### config.mk
export PLATFORM = sky130hd
export DESIGN_NAME = msp_v1_frame_receiver_unit
export DESIGN_NICKNAME = d
export VERILOG_FILES = /design/src/rtl/mspfr_pkg.sv /design/src/rtl/mspfr_front.sv /design/src/rtl/mspfr_fifo.sv /design/src/rtl/mspfr_back.sv /design/src/rtl/msp_v1_frame_receiver_unit.sv
export SDC_FILE = /design/constraint.sdc
export NUM_CORES = 1
export LEC_CHECK = 0
export BUFFER_PORTS_ARGS = -buffer_cell sky130_fd_sc_hd__buf_2
export CAP_MARGIN = 15
export CORE_MARGIN = 3
export CORE_UTILIZATION = 60
export CTS_CLUSTER_DIAMETER = 50
export DETAILED_ROUTE_END_ITERATION = 6
export PLACE_DENSITY = 0.74
export SLEW_MARGIN = 15
export SYNTH_ARGS = -nofsm -noshare
export SYNTH_HDL_FRONTEND = slang
export SYNTH_SLANG_ARGS = --single-unit
### constraint.sdc
create_clock -name clk -period 4.81 [get_ports clk]
set_clock_uncertainty 0.1 [all_clocks]
set_input_delay 0.2405 -clock clk [delete_from_list [all_inputs] [get_ports clk]]
set_output_delay 0.2405 -clock clk [all_outputs]
set_load 0.02 [all_outputs]
### src/rtl/mspfr_pkg.sv
// Shared types, constants and helpers of the frame receiver.
package mspfr_pkg;

    localparam int BYTE_W          = 8;
    localparam int LEN_W           = 7;
    localparam int IDX_OUT_W       = 6;
    localparam int MAX_PAYLOAD_DEF = 64;

    localparam logic [LEN_W-1:0]  MAX_LEN_RESET  = 7'd7;
    localparam logic              REG_MAX_LEN    = 1'b0;

    localparam logic [BYTE_W-1:0] HDR_DOLLAR     = 8'h24;
    localparam logic [BYTE_W-1:0] HDR_M          = 8'h4D;
    localparam logic [BYTE_W-1:0] HDR_GT         = 8'h3E;
    localparam logic [BYTE_W-1:0] TYPE_REPLY_MIN = 8'd100;
    localparam logic [BYTE_W-1:0] TYPE_ACK_MIN   = 8'd200;

    typedef enum logic [1:0] {
        CLS_OTHER = 2'd0,
        CLS_REPLY = 2'd1,
        CLS_ACK   = 2'd2
    } msg_class_t;

    typedef enum logic [2:0] {
        PH_HUNT = 3'd0,
        PH_M    = 3'd1,
        PH_GT   = 3'd2,
        PH_LEN  = 3'd3,
        PH_TYPE = 3'd4,
        PH_DATA = 3'd5,
        PH_SUM  = 3'd6
    } phase_t;

    typedef enum logic [1:0] {
        BK_IDLE = 2'd0,
        BK_READ = 2'd1,
        BK_LOAD = 2'd2,
        BK_WAIT = 2'd3
    } back_state_t;

    typedef struct packed {
        logic [BYTE_W-1:0] msg_type;
        logic [LEN_W-1:0]  len;
    } frame_desc_t;

    function automatic msg_class_t type_class(input logic [BYTE_W-1:0] t);
        msg_class_t c;
        if (t >= TYPE_ACK_MIN)
        begin
            c = CLS_ACK;
        end
        else if (t >= TYPE_REPLY_MIN)
        begin
            c = CLS_REPLY;
        end
        else
        begin
            c = CLS_OTHER;
        end
        return c;
    endfunction

endpackage

### src/rtl/mspfr_front.sv
// Byte parser: header hunt, length check, payload capture and checksum.
module mspfr_front #(
    parameter int MAX_PAYLOAD = mspfr_pkg::MAX_PAYLOAD_DEF,
    parameter int IDX_W       = 6
) (
    input  logic                          clk,
    input  logic                          rst_n,
    input  logic                          rx_valid,
    output logic                          rx_ready,
    input  logic [mspfr_pkg::BYTE_W-1:0]  rx_byte,
    input  logic [mspfr_pkg::LEN_W-1:0]   max_len,
    input  logic                          q_full,
    output logic                          mem_we,
    output logic [IDX_W:0]                mem_waddr,
    output logic [mspfr_pkg::BYTE_W-1:0]  mem_wdata,
    output logic                          push,
    output mspfr_pkg::frame_desc_t        push_desc
);
    import mspfr_pkg::*;

    localparam logic [LEN_W-1:0] LIMIT_CAP = LEN_W'(MAX_PAYLOAD);

    phase_t              phase_reg, phase_next;
    logic [LEN_W-1:0]    taken_reg, taken_next;
    logic [LEN_W-1:0]    len_reg, len_next;
    logic [BYTE_W-1:0]   type_reg, type_next;
    logic [BYTE_W-1:0]   xor_reg, xor_next;
    logic                bank_reg, bank_next;
    logic [LEN_W-1:0]    limit;
    logic                accept;

    assign rx_ready  = !q_full;
    assign accept    = rx_valid && rx_ready;
    assign limit     = (max_len > LIMIT_CAP) ? LIMIT_CAP : max_len;
    assign mem_waddr = {bank_reg, taken_reg[IDX_W-1:0]};
    assign mem_wdata = rx_byte;
    assign push_desc = '{msg_type: type_reg, len: len_reg};

    always_comb
    begin
        phase_next = phase_reg;
        taken_next = taken_reg;
        len_next   = len_reg;
        type_next  = type_reg;
        xor_next   = xor_reg;
        bank_next  = bank_reg;
        mem_we     = 1'b0;
        push       = 1'b0;
        if (accept)
        begin
            unique case (phase_reg)
                PH_HUNT: phase_next = (rx_byte == HDR_DOLLAR) ? PH_M : PH_HUNT;
                PH_M:    phase_next = (rx_byte == HDR_M) ? PH_GT : PH_HUNT;
                PH_GT:   phase_next = (rx_byte == HDR_GT) ? PH_LEN : PH_HUNT;
                PH_LEN:
                begin
                    if (rx_byte > {1'b0, limit})
                    begin
                        phase_next = PH_HUNT;
                    end
                    else
                    begin
                        len_next   = rx_byte[LEN_W-1:0];
                        xor_next   = rx_byte;
                        taken_next = '0;
                        phase_next = PH_TYPE;
                    end
                end
                PH_TYPE:
                begin
                    type_next  = rx_byte;
                    xor_next   = xor_reg ^ rx_byte;
                    phase_next = (len_reg == '0) ? PH_SUM : PH_DATA;
                end
                PH_DATA:
                begin
                    mem_we     = 1'b1;
                    xor_next   = xor_reg ^ rx_byte;
                    taken_next = taken_reg + 1'b1;
                    if (taken_next >= len_reg)
                    begin
                        phase_next = PH_SUM;
                    end
                end
                PH_SUM:
                begin
                    phase_next = PH_HUNT;
                    if (rx_byte == xor_reg)
                    begin
                        push      = 1'b1;
                        bank_next = !bank_reg;
                    end
                end
                default: phase_next = PH_HUNT;
            endcase
        end
    end

    always_ff @(posedge clk or negedge rst_n)
    begin
        if (!rst_n)
        begin
            phase_reg <= PH_HUNT;
            taken_reg <= '0;
            len_reg   <= '0;
            type_reg  <= '0;
            xor_reg   <= '0;
            bank_reg  <= 1'b0;
        end
        else
        begin
            phase_reg <= phase_next;
            taken_reg <= taken_next;
            len_reg   <= len_next;
            type_reg  <= type_next;
            xor_reg   <= xor_next;
            bank_reg  <= bank_next;
        end
    end

endmodule

### src/rtl/mspfr_fifo.sv
// Two-entry queue of accepted frame descriptors.
module mspfr_fifo (
    input  logic                    clk,
    input  logic                    rst_n,
    input  logic                    push,
    input  mspfr_pkg::frame_desc_t  push_desc,
    input  logic                    pop,
    output logic                    full,
    output logic                    empty,
    output mspfr_pkg::frame_desc_t  head
);
    import mspfr_pkg::*;

    frame_desc_t slot_reg [2];
    logic        wr_ptr_reg, wr_ptr_next;
    logic        rd_ptr_reg, rd_ptr_next;
    logic [1:0]  count_reg, count_next;

    assign full  = (count_reg == 2'd2);
    assign empty = (count_reg == 2'd0);
    assign head  = slot_reg[rd_ptr_reg];

    always_comb
    begin
        wr_ptr_next = push ? !wr_ptr_reg : wr_ptr_reg;
        rd_ptr_next = pop ? !rd_ptr_reg : rd_ptr_reg;
        count_next  = count_reg + {1'b0, push} - {1'b0, pop};
    end

    always_ff @(posedge clk)
    begin
        if (push)
        begin
            slot_reg[wr_ptr_reg] <= push_desc;
        end
    end

    always_ff @(posedge clk or negedge rst_n)
    begin
        if (!rst_n)
        begin
            wr_ptr_reg <= 1'b0;
            rd_ptr_reg <= 1'b0;
            count_reg  <= 2'd0;
        end
        else
        begin
            wr_ptr_reg <= wr_ptr_next;
            rd_ptr_reg <= rd_ptr_next;
            count_reg  <= count_next;
        end
    end

endmodule

### src/rtl/mspfr_back.sv
// Payload store and frame emitter: replays a stored frame one word per result.
module mspfr_back #(
    parameter int IDX_W       = 6
) (
    input  logic                             clk,
    input  logic                             rst_n,
    input  logic                             mem_we,
    input  logic [IDX_W:0]                   mem_waddr,
    input  logic [mspfr_pkg::BYTE_W-1:0]     mem_wdata,
    input  logic                             q_empty,
    input  mspfr_pkg::frame_desc_t           head,
    output logic                             pop,
    output logic                             out_valid,
    input  logic                             out_ready,
    output logic [mspfr_pkg::BYTE_W-1:0]     msg_type,
    output logic [1:0]                       msg_class,
    output logic [mspfr_pkg::LEN_W-1:0]      payload_len,
    output logic [mspfr_pkg::IDX_OUT_W-1:0]  byte_index,
    output logic [mspfr_pkg::BYTE_W-1:0]     data_byte,
    output logic                             has_data,
    output logic                             last
);
    import mspfr_pkg::*;

    localparam int DEPTH = 2 << IDX_W;

    logic [BYTE_W-1:0]    mem [DEPTH];
    logic [BYTE_W-1:0]    rd_data_reg;

    back_state_t          state_reg, state_next;
    logic [LEN_W-1:0]     k_reg, k_next;
    logic                 bank_reg, bank_next;
    logic                 valid_reg, valid_next;
    logic                 load;
    logic [LEN_W-1:0]     k_inc;

    logic [BYTE_W-1:0]    type_reg;
    logic [1:0]           class_reg;
    logic [LEN_W-1:0]     len_reg;
    logic [IDX_OUT_W-1:0] idx_reg;
    logic [BYTE_W-1:0]    data_reg;
    logic                 has_reg;
    logic                 last_reg;

    assign k_inc = k_reg + 1'b1;

    always_ff @(posedge clk)
    begin
        if (mem_we)
        begin
            mem[mem_waddr] <= mem_wdata;
        end
        if (state_reg == BK_READ)
        begin
            rd_data_reg <= mem[{bank_reg, k_reg[IDX_W-1:0]}];
        end
    end

    always_comb
    begin
        state_next = state_reg;
        k_next     = k_reg;
        bank_next  = bank_reg;
        valid_next = valid_reg;
        load       = 1'b0;
        pop        = 1'b0;
        unique case (state_reg)
            BK_IDLE:
            begin
                if (!q_empty)
                begin
                    k_next     = '0;
                    state_next = BK_READ;
                end
            end
            BK_READ: state_next = BK_LOAD;
            BK_LOAD:
            begin
                load       = 1'b1;
                valid_next = 1'b1;
                state_next = BK_WAIT;
            end
            BK_WAIT:
            begin
                if (out_ready)
                begin
                    valid_next = 1'b0;
                    if (last_reg)
                    begin
                        pop        = 1'b1;
                        bank_next  = !bank_reg;
                        state_next = BK_IDLE;
                    end
                    else
                    begin
                        k_next     = k_inc;
                        state_next = BK_READ;
                    end
                end
            end
            default: state_next = BK_IDLE;
        endcase
    end

    always_ff @(posedge clk or negedge rst_n)
    begin
        if (!rst_n)
        begin
            state_reg <= BK_IDLE;
            k_reg     <= '0;
            bank_reg  <= 1'b0;
            valid_reg <= 1'b0;
        end
        else
        begin
            state_reg <= state_next;
            k_reg     <= k_next;
            bank_reg  <= bank_next;
            valid_reg <= valid_next;
        end
    end

    always_ff @(posedge clk)
    begin
        if (load)
        begin
            type_reg  <= head.msg_type;
            class_reg <= type_class(head.msg_type);
            len_reg   <= head.len;
            if (head.len == '0)
            begin
                idx_reg  <= '0;
                data_reg <= '0;
                has_reg  <= 1'b0;
                last_reg <= 1'b1;
            end
            else
            begin
                idx_reg  <= k_reg[IDX_OUT_W-1:0];
                data_reg <= rd_data_reg;
                has_reg  <= 1'b1;
                last_reg <= (k_inc == head.len);
            end
        end
    end

    assign out_valid   = valid_reg;
    assign msg_type    = type_reg;
    assign msg_class   = class_reg;
    assign payload_len = len_reg;
    assign byte_index  = idx_reg;
    assign data_byte   = data_reg;
    assign has_data    = has_reg;
    assign last        = last_reg;

endmodule

### src/rtl/msp_v1_frame_receiver_unit.sv
// Top level of the frame receiver: register port, parser, frame queue and emitter.
// Input: one byte per cycle while fewer than two good frames wait to be emitted;
// s_tready drops while two frames are queued and frees when the older one is done.
// Output: a good frame is queued once its checksum byte is taken; the emitter then takes
// each result word through store read, output load and handshake before the next one,
// using its single registered read port. Reset clears control state
// and sets max_payload_len to 7; the payload store is not cleared.
module msp_v1_frame_receiver_unit #(
    parameter int MAX_PAYLOAD = mspfr_pkg::MAX_PAYLOAD_DEF
) (
    input  logic        clk,
    input  logic        rst_n,
    // APB register port
    input  logic        psel,
    input  logic        penable,
    input  logic        pwrite,
    input  logic [2:0]  paddr,
    input  logic [31:0] pwdata,
    output logic [31:0] prdata,
    output logic        pready,
    // receive byte stream
    input  logic        s_tvalid,
    output logic        s_tready,
    input  logic [7:0]  s_tdata,   // [7:0] rx_byte
    // frame result stream
    output logic        m_tvalid,
    input  logic        m_tready,
    output logic [31:0] m_tdata,   // [7:0] msg_type, [9:8] msg_class, [16:10] payload_len,
                                   // [22:17] byte_index, [30:23] data_byte, [31] zero
    output logic        m_tuser,   // [0] has_data
    output logic        m_tlast    // last
);
    import mspfr_pkg::*;

    // Index width of one payload bank; the store holds two banks so that one
    // frame can be replayed while the next is being received.
    localparam int IDX_W = (MAX_PAYLOAD > 1) ? $clog2(MAX_PAYLOAD) : 1;

    logic [LEN_W-1:0]     max_len_reg;
    logic                 cfg_wr;

    logic                 mem_we;
    logic [IDX_W:0]       mem_waddr;
    logic [BYTE_W-1:0]    mem_wdata;
    logic                 push;
    logic                 pop;
    logic                 q_full;
    logic                 q_empty;
    frame_desc_t          push_desc;
    frame_desc_t          head;

    logic [BYTE_W-1:0]    msg_type;
    logic [1:0]           msg_class;
    logic [LEN_W-1:0]     payload_len;
    logic [IDX_OUT_W-1:0] byte_index;
    logic [BYTE_W-1:0]    data_byte;

    // Register port: zero wait states; address bit 2 picks the register word.
    assign pready = 1'b1;
    assign cfg_wr = psel && penable && pwrite && pready;
    assign prdata = (paddr[2] == REG_MAX_LEN) ? {25'd0, max_len_reg} : 32'd0;

    always_ff @(posedge clk or negedge rst_n)
    begin
        if (!rst_n)
        begin
            max_len_reg <= MAX_LEN_RESET;
        end
        else if (cfg_wr && (paddr[2] == REG_MAX_LEN))
        begin
            max_len_reg <= pwdata[LEN_W-1:0];
        end
    end

    // Front: parse bytes, write payload into the free bank, queue good frames.
    mspfr_front #(
        .MAX_PAYLOAD (MAX_PAYLOAD),
        .IDX_W       (IDX_W)
    ) u_front (
        .clk       (clk),
        .rst_n     (rst_n),
        .rx_valid  (s_tvalid),
        .rx_ready  (s_tready),
        .rx_byte   (s_tdata),
        .max_len   (max_len_reg),
        .q_full    (q_full),
        .mem_we    (mem_we),
        .mem_waddr (mem_waddr),
        .mem_wdata (mem_wdata),
        .push      (push),
        .push_desc (push_desc)
    );

    // Queue entries stay until their frame is fully emitted, so a full queue
    // also means both payload banks are in use.
    mspfr_fifo u_fifo (
        .clk       (clk),
        .rst_n     (rst_n),
        .push      (push),
        .push_desc (push_desc),
        .pop       (pop),
        .full      (q_full),
        .empty     (q_empty),
        .head      (head)
    );

    // Back: replay the oldest queued frame, one word per payload byte, one if empty.
    mspfr_back #(
        .IDX_W       (IDX_W)
    ) u_back (
        .clk         (clk),
        .rst_n       (rst_n),
        .mem_we      (mem_we),
        .mem_waddr   (mem_waddr),
        .mem_wdata   (mem_wdata),
        .q_empty     (q_empty),
        .head        (head),
        .pop         (pop),
        .out_valid   (m_tvalid),
        .out_ready   (m_tready),
        .msg_type    (msg_type),
        .msg_class   (msg_class),
        .payload_len (payload_len),
        .byte_index  (byte_index),
        .data_byte   (data_byte),
        .has_data    (m_tuser),
        .last        (m_tlast)
    );

    // Pack the result word, first field in the lowest bits.
    assign m_tdata = {1'b0, data_byte, byte_index, payload_len, msg_class, msg_type};

endmodule

# Word level (Yosys, flattened, before mapping)
# Memories as Yosys holds them, arrays and structs flattened. A register that Yosys moved wholly into a read port is not among the register bits.
# Index checks and enable logic that the tools add are counted.
[totals]
register_bits = 89
ram_bits = 1054
out_inout_bits = 69
elab_cells = 122
memories = 2
[memory_table]
columns = ["name", "depth", "word_bits", "read_ports", "rd_ports_with_merged_regs", "wr", "line", "rtl"]
rows = [
  ["u_back.mem", 128, 8, 1, 1, 1, "mspfr_back.sv:27", "logic [BYTE_W-1:0] mem [DEPTH];"],
  ["u_fifo.slot_reg", 2, 15, 1, 0, 1, "mspfr_fifo.sv:14", "frame_desc_t slot_reg [2];"],
]
[classes]
add_sub_neg = 4
order_cmp = 5
n_eq_ne = 20
mux = 38
bitwise_logic = 3
n_reduce_logical = 29
[op_table]
columns = ["cell", "count"]
rows = [
  ["$mux W7", 6],
  ["$pmux W7 S2", 2],
  ["$mux W1", 18],
  ["$pmux W3 S6", 1],
  ["$eq A8 B6 Y1 const B", 2],
  ["$pmux W8 S2", 1],
  ["$reduce_and A3 Y1", 5],
  ["$add A7 B1 Y7 const B", 2],
  ["$logic_not A7 Y1", 2],
  ["$mux W2", 5],
  ["$eq A3 B3 Y1 const B", 3],
  ["$eq A8 B7 Y1 const B", 1],
  ["$eq A8 B8 Y1", 1],
  ["$ge A8 B7 Y1 const B", 1],
  ["$ge A8 B8 Y1 const B", 1],
  ["$gt A8 B7 Y1", 1],
  ["$mux W8", 1],
  ["$ne A2 B2 Y1 const B", 4],
  ["$pmux W2 S4", 1],
  ["$reduce_and A2 Y1", 4],
  ["$reduce_bool A2 Y1", 4],
  ["$xor A8 B8 Y8", 1],
  ["$eq A7 B7 Y1", 1],
  ["$ge A7 B7 Y1", 1],
  ["17 further kinds", 30],
]

# Logic depth before layout (Yosys ltp)
# Gate-level depths: netlist of the first run.
[depth]
depth_word = 6
depth_mapped = 12
ltp_nobuf = 10

# By module
# A second synthesis of the first run with hierarchy kept.
[unflattened]
hier_cells = 2451
hier_area_um2 = 46279.4
[modules_own_cells]
columns = ["mod", "n_inst", "cells_each", "area_each_um2"]
rows = [
  ["mspfr_back", 1, 2100, 42032.8],
  ["mspfr_front", 1, 238, 2362.3],
  ["mspfr_fifo", 1, 62, 1331.3],
  ["msp_v1_frame_receiver_unit", 1, 51, 553.0],
]

# Worst setup path after synthesis of the first run
# Ideal clock, no wire load.
[synth_timing]
kind = "register -> register"
start = "register u_fifo.count_reg[1]"
end = "memory u_back.mem[109][0], enable pin"
arrival_ns = 2.284
required_ns = 4.340
setup_slack_ns = 2.056
path_stages_with_launch = 8
n_path_buf = 1
synth_period_minus_slack_ns = 2.754
cell_sequence = "dfrtp_1 > nand2b_1 > and2_0 > nand2_1 > nor2_1 > nand4b_1 > clkbuf_1 > nor2_1"
[synth_between]
elab_chain_cells = 6
[synth_lines]
columns = ["element", "line", "rtl"]
rows = [
  ["from (decl)", "mspfr_fifo.sv:17", "logic [1:0] count_reg, count_next;"],
  ["from (signal assigned)", "mspfr_fifo.sv:50", "count_reg <= count_next;"],
  ["$eq A2 B2 Y1", "mspfr_fifo.sv:19", "assign full = (count_reg == 2'd2);"],
  ["$logic_not A1 Y1", "mspfr_front.sv:32", "assign rx_ready = !q_full;"],
  ["named net s_tready", "msp_v1_frame_receiver_unit.sv:23", "output logic s_tready,"],
  ["$logic_and A1 B1 Y1", "mspfr_front.sv:33", "assign accept = rx_valid && rx_ready;"],
  ["$mux W1", "mspfr_front.sv:49", "if (accept)"],
  ["$mux W1", "mspfr_back.sv:49", "if (mem_we)"],
  ["$mux W1 (implied by the code)", "mspfr_back.sv:51", "mem[mem_waddr] <= mem_wdata;"],
  ["to (decl)", "mspfr_back.sv:27", ""],
]
# The timed path passes the listed nets, and every way through them passes these cells.

==> results.py, run 1 <==
metrics = {
    "outcome": {
        "outcome": "complete, no violations",
    },
    "flow_run": {
        "drv_cap": 0,
    },
    "setup_path": {
        "endpoint_kind": "flip-flop",
        "r2r_cells": 7,
        "worstPathRequired_ns": 5.07,
        "reg2reg_slack_ns": 1.07,
        "cpLargestDelayFamily": "compound AO/OA/AOI/OAI gates",
        "worst-path-buf-inv": 1,
        "cp_slowest_stage_delay_ns": 0.76,
        "critPathLaunchType": "flip-flop",
        "cp_max_fo": 35,
        "r2r-end": "u_back.rd_data_reg[4]",
        "critPathKind": "reg -> reg",
        "cp.depth": 7,
        "timing.rr.start": "u_back.k_reg[0]",
        "slowest_stage": "dfrtp_4",
        "crit_arrival_ns": 4.01,
        "cp_cell_sequence": "buf_12, mux4_2, a22o_1, a221oi_1, o22ai_1, nor4_1, a21oi_1",
    },
    "cells_and_area": {
        "largest_reg_flops": 1024,
        "final_cells": 3556,
        "nNetsFinal": 2562,
        "fillers": 4639,
        "syn2layout_area_growth_pct": 12.0,
        "drive_above_1_share": 0.239,
    },
    "timing": {
        "fin_ws_ns": 1.07,
        "final_max_slew_viol_count": 0,
        "post-route-period-util": 0.778,
        "tns_ns": 0,
        "finalHoldViolCount": 0,
        "rsz0062_at_grt": "false",
        "max_clock_freq_ghz": 0.267,
        "setup_viol": 0,
        "worst_pin_slew_ns": 1.15,
        "period_needed_ns": 3.74,
        "slew_headroom": 0.233,
        "timing.hold.ws_ns": 0.0509,
    },
    "cts": {
        "cts_sinks": 1151,
        "clock_latency_ns": 0.67,
        "cts_resized": 0,
        "cts_buffers": 117,
        "clock_tree.buffer_depth": 3,
        "htreeDepth": 3,
        "clkTransAtPathRegs_ns": 0.07,
        "clock_tree.root_cell": "clkbuf_16",
        "cts_tree": "done",
    },
    "worst_hold_path": {
        "hold_path_class": "in -> reg",
        "holdPathEnd": "u_front.xor_reg[7]",
        "holdPathStages": 4,
        "hp-start": "s_tvalid",
    },
    "placed_design": {
        "place_ws_ns": 1.16,
        "place_inst": 3324,
        "gp_congestion": 0.935,
        "dp_hpwl_microns": 65400,
        "port_buffers": 64,
    },
    "floorplan": {
        "ios": 119,
        "die_h_microns": 282,
        "std_cell_rows": 100,
        "start_util": 0.610,
        "dieArea_sq_mm": 0.0797,
        "coreArea_sq_mm": 0.0751,
        "die-width_microns": 282,
    },
    "pwr": {
        "power_frac_seq": 0.541,
        "p_leak_uw": 0.0160,
        "p_int_uw": 16400,
        "p_comb_frac": 0.015,
        "net-switching-power_uw": 3960,
        "p_clk_frac": 0.444,
        "swShare": 0.195,
        "p_per_area_mw_per_mm2": 396,
        "vdd.ir_drop.worst_uv": 358,
    },
    "route": {
        "dr.pass1.iters": 5,
        "antenna_left": 0,
        "wire_per_inst_microns": 29.8,
        "drt_iter0_drc": 3214,
        "vias": 23400,
        "viasPerCell": 6.58,
        "drc_errors": 0,
        "drt_wl_total_microns": 106000,
    },
    "synthesis": {
        "yosys_most_used_dff": "edfxtp_1",
        "synthCells": 2332,
        "ys_types": 59,
        "yosysSeqAreaShare": 0.748,
        "syn_area_per_cell_sq_um": 19.7,
        "synth-edff-count": 1095,
        "syn_area_sq_mm": 0.0458,
        "ys.warnings.count": 0,
        "synth_seq_cells": 1151,
        "async_flop_share": 0.0487,
    },
    "global_route": {
        "first_global_vias": 23600,
        "grt_pass1_wl_microns": 157000,
        "grt_antenna_before_repair": 1,
        "gr-total-overflow": 0,
        "grt_max_degree": 110,
        "track_usage": 0.272,
    },
}
cell type report:
| type | count | area (sq um) | share of cell area |
|---|---|---|---|
| Multi-Input combinational cell | 1032 | 10700 | 0.208 |
| Tap cell | 969 | 1210 | 0.0236 |
| Sequential cell | 1151 | 34300 | 0.668 |
| Clock buffer | 142 | 3040 | 0.0593 |
| Timing Repair Buffer | 165 | 1210 | 0.0237 |
| Antenna cell | 1 | 2.50 | 0.0000488 |
| Inverter | 23 | 86.3 | 0.00168 |
| Clock inverter | 73 | 790 | 0.0154 |
worst max-delay path by stage:
stage                         from                     to  slack, ns
4_1_cts            u_back.k_reg[0]  u_back.rd_data_reg[4]       1.11
2_1_floorplan  u_fifo.count_reg[1]     u_back.mem[109][0]       2.06
6_report           u_back.k_reg[0]  u_back.rd_data_reg[4]       1.07
3_3_place_gp       u_back.k_reg[0]  u_back.rd_data_reg[4]       1.19
3_5_place_dp       u_back.k_reg[0]  u_back.rd_data_reg[4]       1.16
5_1_grt            u_back.k_reg[0]  u_back.rd_data_reg[4]       1.02
cells in the final DEF, fill, tap and decap left out, drive strengths merged, types with 6 or more instances in the layout:
master | netlist | layout
nor2b | 39 | 39
a22oi | 26 | 26
dfrtp | 53 | 53
conb | 2 | 27
nor4 | 6 | 6
nor2 | 153 | 153
mux2i | 96 | 96
nand4b | 7 | 7
o21ai | 50 | 50
inv | 23 | 31
a221oi | 25 | 25
mux2 | 37 | 37
nand2 | 78 | 78
a21oi | 38 | 38
nand4 | 7 | 7
o31ai | 7 | 7
nand3 | 22 | 22
nand2b | 19 | 19
bufinv | 0 | 15
a22o | 7 | 7
xnor2 | 26 | 26
clkinv | 0 | 45
mux4 | 241 | 241
dlygate4sd3 | 0 | 16
or2 | 8 | 8
a211oi | 6 | 6
clkbuf | 56 | 142
o22ai | 6 | 6
edfxtp | 1095 | 1095
buf | 95 | 149
o2111ai | 9 | 9
a31oi | 6 | 6
o211ai | 11 | 11
ha | 22 | 22
per-stage QoR:
| step | util | area (sq um) | total power [uW] |
|---|---|---|---|
| floorplan | - | 45900 | 11300 |
| global placement | 0.630 | 47300 | 11500 |
| detailed placement | 0.630 | 47300 | 11500 |
| CTS | 0.684 | 51300 | 20400 |
| global route | 0.684 | 51300 | 20800 |
| finish | 0.684 | 51300 | 20300 |
power by group through the flow:
stage | clock, uW | combinational (uW) | sequential [uW]
3_5_place_dp | 0 | 301 | 11200
6_report | 9010 | 309 | 11000
3_3_place_gp | 0 | 281 | 11200
5_1_grt | 9520 | 337 | 11000
4_1_cts | 9090 | 312 | 11000
2_1_floorplan | 0 | 108 | 11200
cell families (layout without fill, tap and decap cells):
logic type	count (synthesis)	after routing	share of synthesized area
other	2	28	0.000164
xor gates and xnor gates	30	30	0.00573
DFF	1151	1151	0.748
muxes	374	374	0.149
buffers and inverters	174	403	0.0215
adders and majority gates	22	22	0.00601
and+or+nand+nor	362	362	0.0368
AOI/OAI and AO/OA	217	217	0.0332
layer usage:
| metal | vias to the layer above | global-route usage | part of all wire |
|---|---|---|---|
| met1 | 12100 | 0.389 | 0.39 |
| met5 | - | 0 | 0 |
| li1 | 9739 | - | - |
| met4 | 0 | 0.0953 | 0.034 |
| met2 | 1325 | 0.423 | 0.48 |
| met3 | 206 | 0.0613 | 0.10 |
cell usage after synthesis, drive strengths merged (4+ instances only):
library cell     n  area, sq um
a2111oi          5         43.8
a211oi           6         45.0
a21o             5         37.5
a21oi           38          190
a221oi          25          269
a22o             7         61.3
a22oi           26          195
a31oi            6         37.5
and2             5         31.3
buf             95          687
clkbuf          56          210
dfrtp           53         1330
edfxtp        1095        32900
ha              22          275
inv             23         86.3
mux2            37          417
mux2i           96          961
mux4           241         5430
nand2           78          293
nand2b          19          119
nand3           22          110
nand3b           5         37.5
nand4            7         43.8
nand4b           7         61.3
nor2           153          574
nor2b           39          244
nor3             4         20.0
nor4             6         37.5
o2111ai          9         78.8
o211ai          11         82.6
o21ai           50          250
o22ai            6         37.5
o31ai            7         52.6
or2              8         50.1
xnor2           26          228
xor2             4         35.0
worst register-to-register path: stages (launching register included):
cell and delay [ns]:
dfrtp_4 0.76, buf_12 0.39, mux4_2 0.61, a22o_1 0.24, a221oi_1 0.60, o22ai_1 0.17, nor4_1 0.37, a21oi_1 0.18
what timing repair did:
item / in CTS / in global routing
hold endpoints to repair: 159 / 0
setup buffers: 0 / 0
hold buffers: 16 / 0
No activity file was read; power rests on OpenSTA's default activity.
==> run 2, diff against run 1 <==
- ABC_AREA: not set -> 1
- CORE_UTILIZATION: 60 -> 56
- PLACE_DENSITY: 0.74 -> 0.72
- clock period: 4.81 -> 3.05 ns (I/O delays scaled with it)
==> run 2 against run 1 <==
  * Via count rose by 46%
  * Sequential share of layout area fell by 6.1 points
  * Critical path type unchanged
  * Critical endpoint is now u_back.mem[100][1]
  * Largest cell class unchanged
  * Non-clock buffer count rose by 166
  * Highest routed layer unchanged
==> results.py, run 2 <==
metrics = {
    "worst_hold_path": {
        "hold_path_class": "in -> reg",
    },
    "route": {
        "antenna_left": 0,
        "drt_wl_total_microns": 126000,
        "dr.pass1.iters": 5,
        "drt_iter0_drc": 3859,
        "wire_per_inst_microns": 20.5,
        "vias": 34200,
        "drc_errors": 0,
        "viasPerCell": 5.56,
    },
    "timing": {
        "finalHoldViolCount": 0,
        "post-route-period-util": 0.921,
        "rsz0062_at_grt": "false",
        "setup_viol": 0,
        "slew_headroom": 0.195,
        "fin_ws_ns": 0.240,
        "worst_pin_slew_ns": 1.21,
        "period_needed_ns": 2.81,
        "final_max_slew_viol_count": 0,
        "tns_ns": 0,
        "timing.hold.ws_ns": 0.114,
        "max_clock_freq_ghz": 0.356,
    },
    "setup_path": {
        "critPathLaunch": "u_front.phase_reg[1]",
        "r2r_cells": 8,
        "critPathLaunchType": "flip-flop",
        "worstPathRequired_ns": 3.38,
        "cp_cell_sequence": "inv_1, nand3_4, nor2_4, inv_2, nor2_4, nand3_2, nor2_1, buf_4",
        "r2r-end": "u_back.mem[100][1]",
        "crit_arrival_ns": 3.14,
        "cp_max_fo": 8,
        "critPathKind": "reg -> reg",
        "cp_slowest_stage_delay_ns": 0.49,
        "cp-endpoint": "u_back.mem[100][1]",
        "timing.rr.start": "u_front.phase_reg[1]",
        "endpoint_kind": "flip-flop",
        "crit_top_cell": "nor2_4",
        "slowest_stage": "nor2_1",
        "reg2reg_slack_ns": 0.24,
    },
    "synthesis": {
        "synth_mux_area_frac": 0.000430,
        "synth_compound_area_frac": 0.0328,
        "synth-simple-area-share": 0.203,
        "yosys.area_share.adder": 0.00556,
        "ys.warnings.count": 0,
        "syn_area_sq_mm": 0.0495,
        "ys_top_cells_by_count": "1416 x nand2_1, 1095 x edfxtp_1, 599 x nor2_1",
        "synthTopCellsByArea": "edfxtp_1 66%, nand2_1 11%, nor2_1 4.5%, nand3_1 4.1%, inv_1 3.0%",
        "synth_top_family_by_area": "simple AND/OR/NAND/NOR gates",
        "yosysSeqAreaShare": 0.693,
        "synth_top_area_share": 0.665,
        "async_flop_share": 0.0487,
        "syn_area_per_cell_sq_um": 10.6,
        "synth_top_area_cell": "edfxtp_1",
        "ys_types": 41,
        "yosys_most_used_dff": "edfxtp_1",
        "yosys.cell_count.top_type": "nand2_1",
        "synth_seq_cells": 1151,
        "synth-edff-count": 1095,
        "synth-xor-area-share": 0.00478,
        "synthCells": 4675,
    },
    "cts": {
        "clkTransAtPathRegs_ns": 0.06,
        "clock_tree.buffer_depth": 3,
        "clock_latency_ns": 0.72,
        "clock_tree.root_cell": "clkbuf_16",
        "cts_setup_buffers": 0,
        "cts_buffers": 130,
        "cts_tree": "done",
        "cts_resized": 0,
        "htreeDepth": 4,
        "cts_sinks": 1151,
    },
    "pwr": {
        "p_leak_uw": 0.0227,
        "net-switching-power_uw": 16200,
        "p_per_area_mw_per_mm2": 832,
        "swShare": 0.344,
        "vdd.ir_drop.worst_uv": 643,
        "p_int_uw": 30800,
        "power_frac_seq": 0.395,
        "p_clk_frac": 0.317,
        "p_comb_frac": 0.287,
    },
    "cells_and_area": {
        "final_cell_mix": "1415 x nand2_1, 1095 x edfxtp_1, 599 x nor2_1",
        "postLayoutCoreUtil": 0.648,
        "nNetsFinal": 4973,
        "fillers": 6448,
        "layout.area.seq_sq_mm": 0.0343,
        "multi_input_area_sq_mm": 0.0123,
        "final_common_cell": "nand2_1",
        "syn2layout_area_growth_pct": 14.1,
        "drive_above_1_share": 0.105,
        "largest_reg_flops": 1024,
        "final_area_sq_mm": 0.0565,
    },
    "placed_design": {
        "gp_congestion": 0.876,
        "dp_hpwl_microns": 73100,
        "port_buffers": 64,
        "place_area_sq_mm": 0.0520,
        "place_ws_ns": 0.316,
    },
    "floorplan": {
        "die_h_microns": 303,
        "coreArea_sq_mm": 0.0872,
        "die-width_microns": 303,
        "dieArea_sq_mm": 0.0919,
        "ios": 119,
        "std_cell_rows": 108,
        "start_util": 0.568,
    },
    "global_route": {
        "grt_max_degree": 129,
        "grt_pass1_wl_microns": 192000,
        "grt_antenna_before_repair": 2,
        "first_global_vias": 33500,
        "gr-total-overflow": 0,
        "track_usage": 0.278,
    },
    "flow_run": {
        "drv_cap": 0,
    },
    "outcome": {
        "outcome": "complete, no violations",
    },
}
[run 2: logic make-up after synthesis]
family | count (synthesis)
buf+inv | 663
fa+ha+maj | 22
xor+xnor | 27
mux | 2
compound gates | 321
simple gates | 2487
other cells | 2
flops | 1151
[run 2: per-stage QoR]
step / cells / power [uW]
floorplan: 4700 / 27500
global placement: 5890 / 31800
detailed placement: 5890 / 32000
CTS: 6153 / 47000
global route: 6153 / 49200
finish: 6154 / 47000
[run 2: power groups by stage]
stage          logic (uW)  registers (uW)  clock network (uW)
5_1_grt             14900           18600               15700
3_3_place_gp        12900           18900                   0
6_report            13500           18600               14900
2_1_floorplan        8620           18900                   0
4_1_cts             13300           18600               15100
3_5_place_dp        13200           18900                   0
[run 2: layer usage]
layer / global-route usage / part of all wire
met1: 0.373 / 0.39
met2: 0.454 / 0.48
met3: 0.0444 / 0.088
met4: 0.120 / 0.038
met5: 0 / 0
[run 2: worst min-delay path by stage]
stage               slack (ns)             endpoint  cells after the start     start
global placement          0.23  u_front.type_reg[0]                      1     rst_n
floorplan                -0.24       max_len_reg[3]                      0     rst_n
global route              0.12     u_back.out_valid                      3  m_tready
CTS                       0.06     u_back.out_valid                      3  m_tready
finish                    0.11     u_back.out_valid                      3  m_tready
detailed placement        0.23  u_front.type_reg[0]                      1     rst_n
[run 2: area by class of cell]
cell class	count	area share
multi-input combinational	2886	0.218
clock inverter	65	0.0106
antenna	1	0.0000443
clock buffer	164	0.0617
sequential	1151	0.607
timing repair buffer	331	0.0497
inverter	401	0.0271
tap	1155	0.0256
[run 2: worst max-delay path: cells and delay by family, from the launching register on]
family / cells / cell delay (ns)
and+or+nand+nor: 5 / 1.46
DFF: 1 / 0.41
buffers and inverters: 3 / 0.54
[run 2: what timing repair did]
action,in CTS,in global routing
hold buffers,34,0
setup endpoints to repair,0,0
endpoints found under the hold margin,186,0
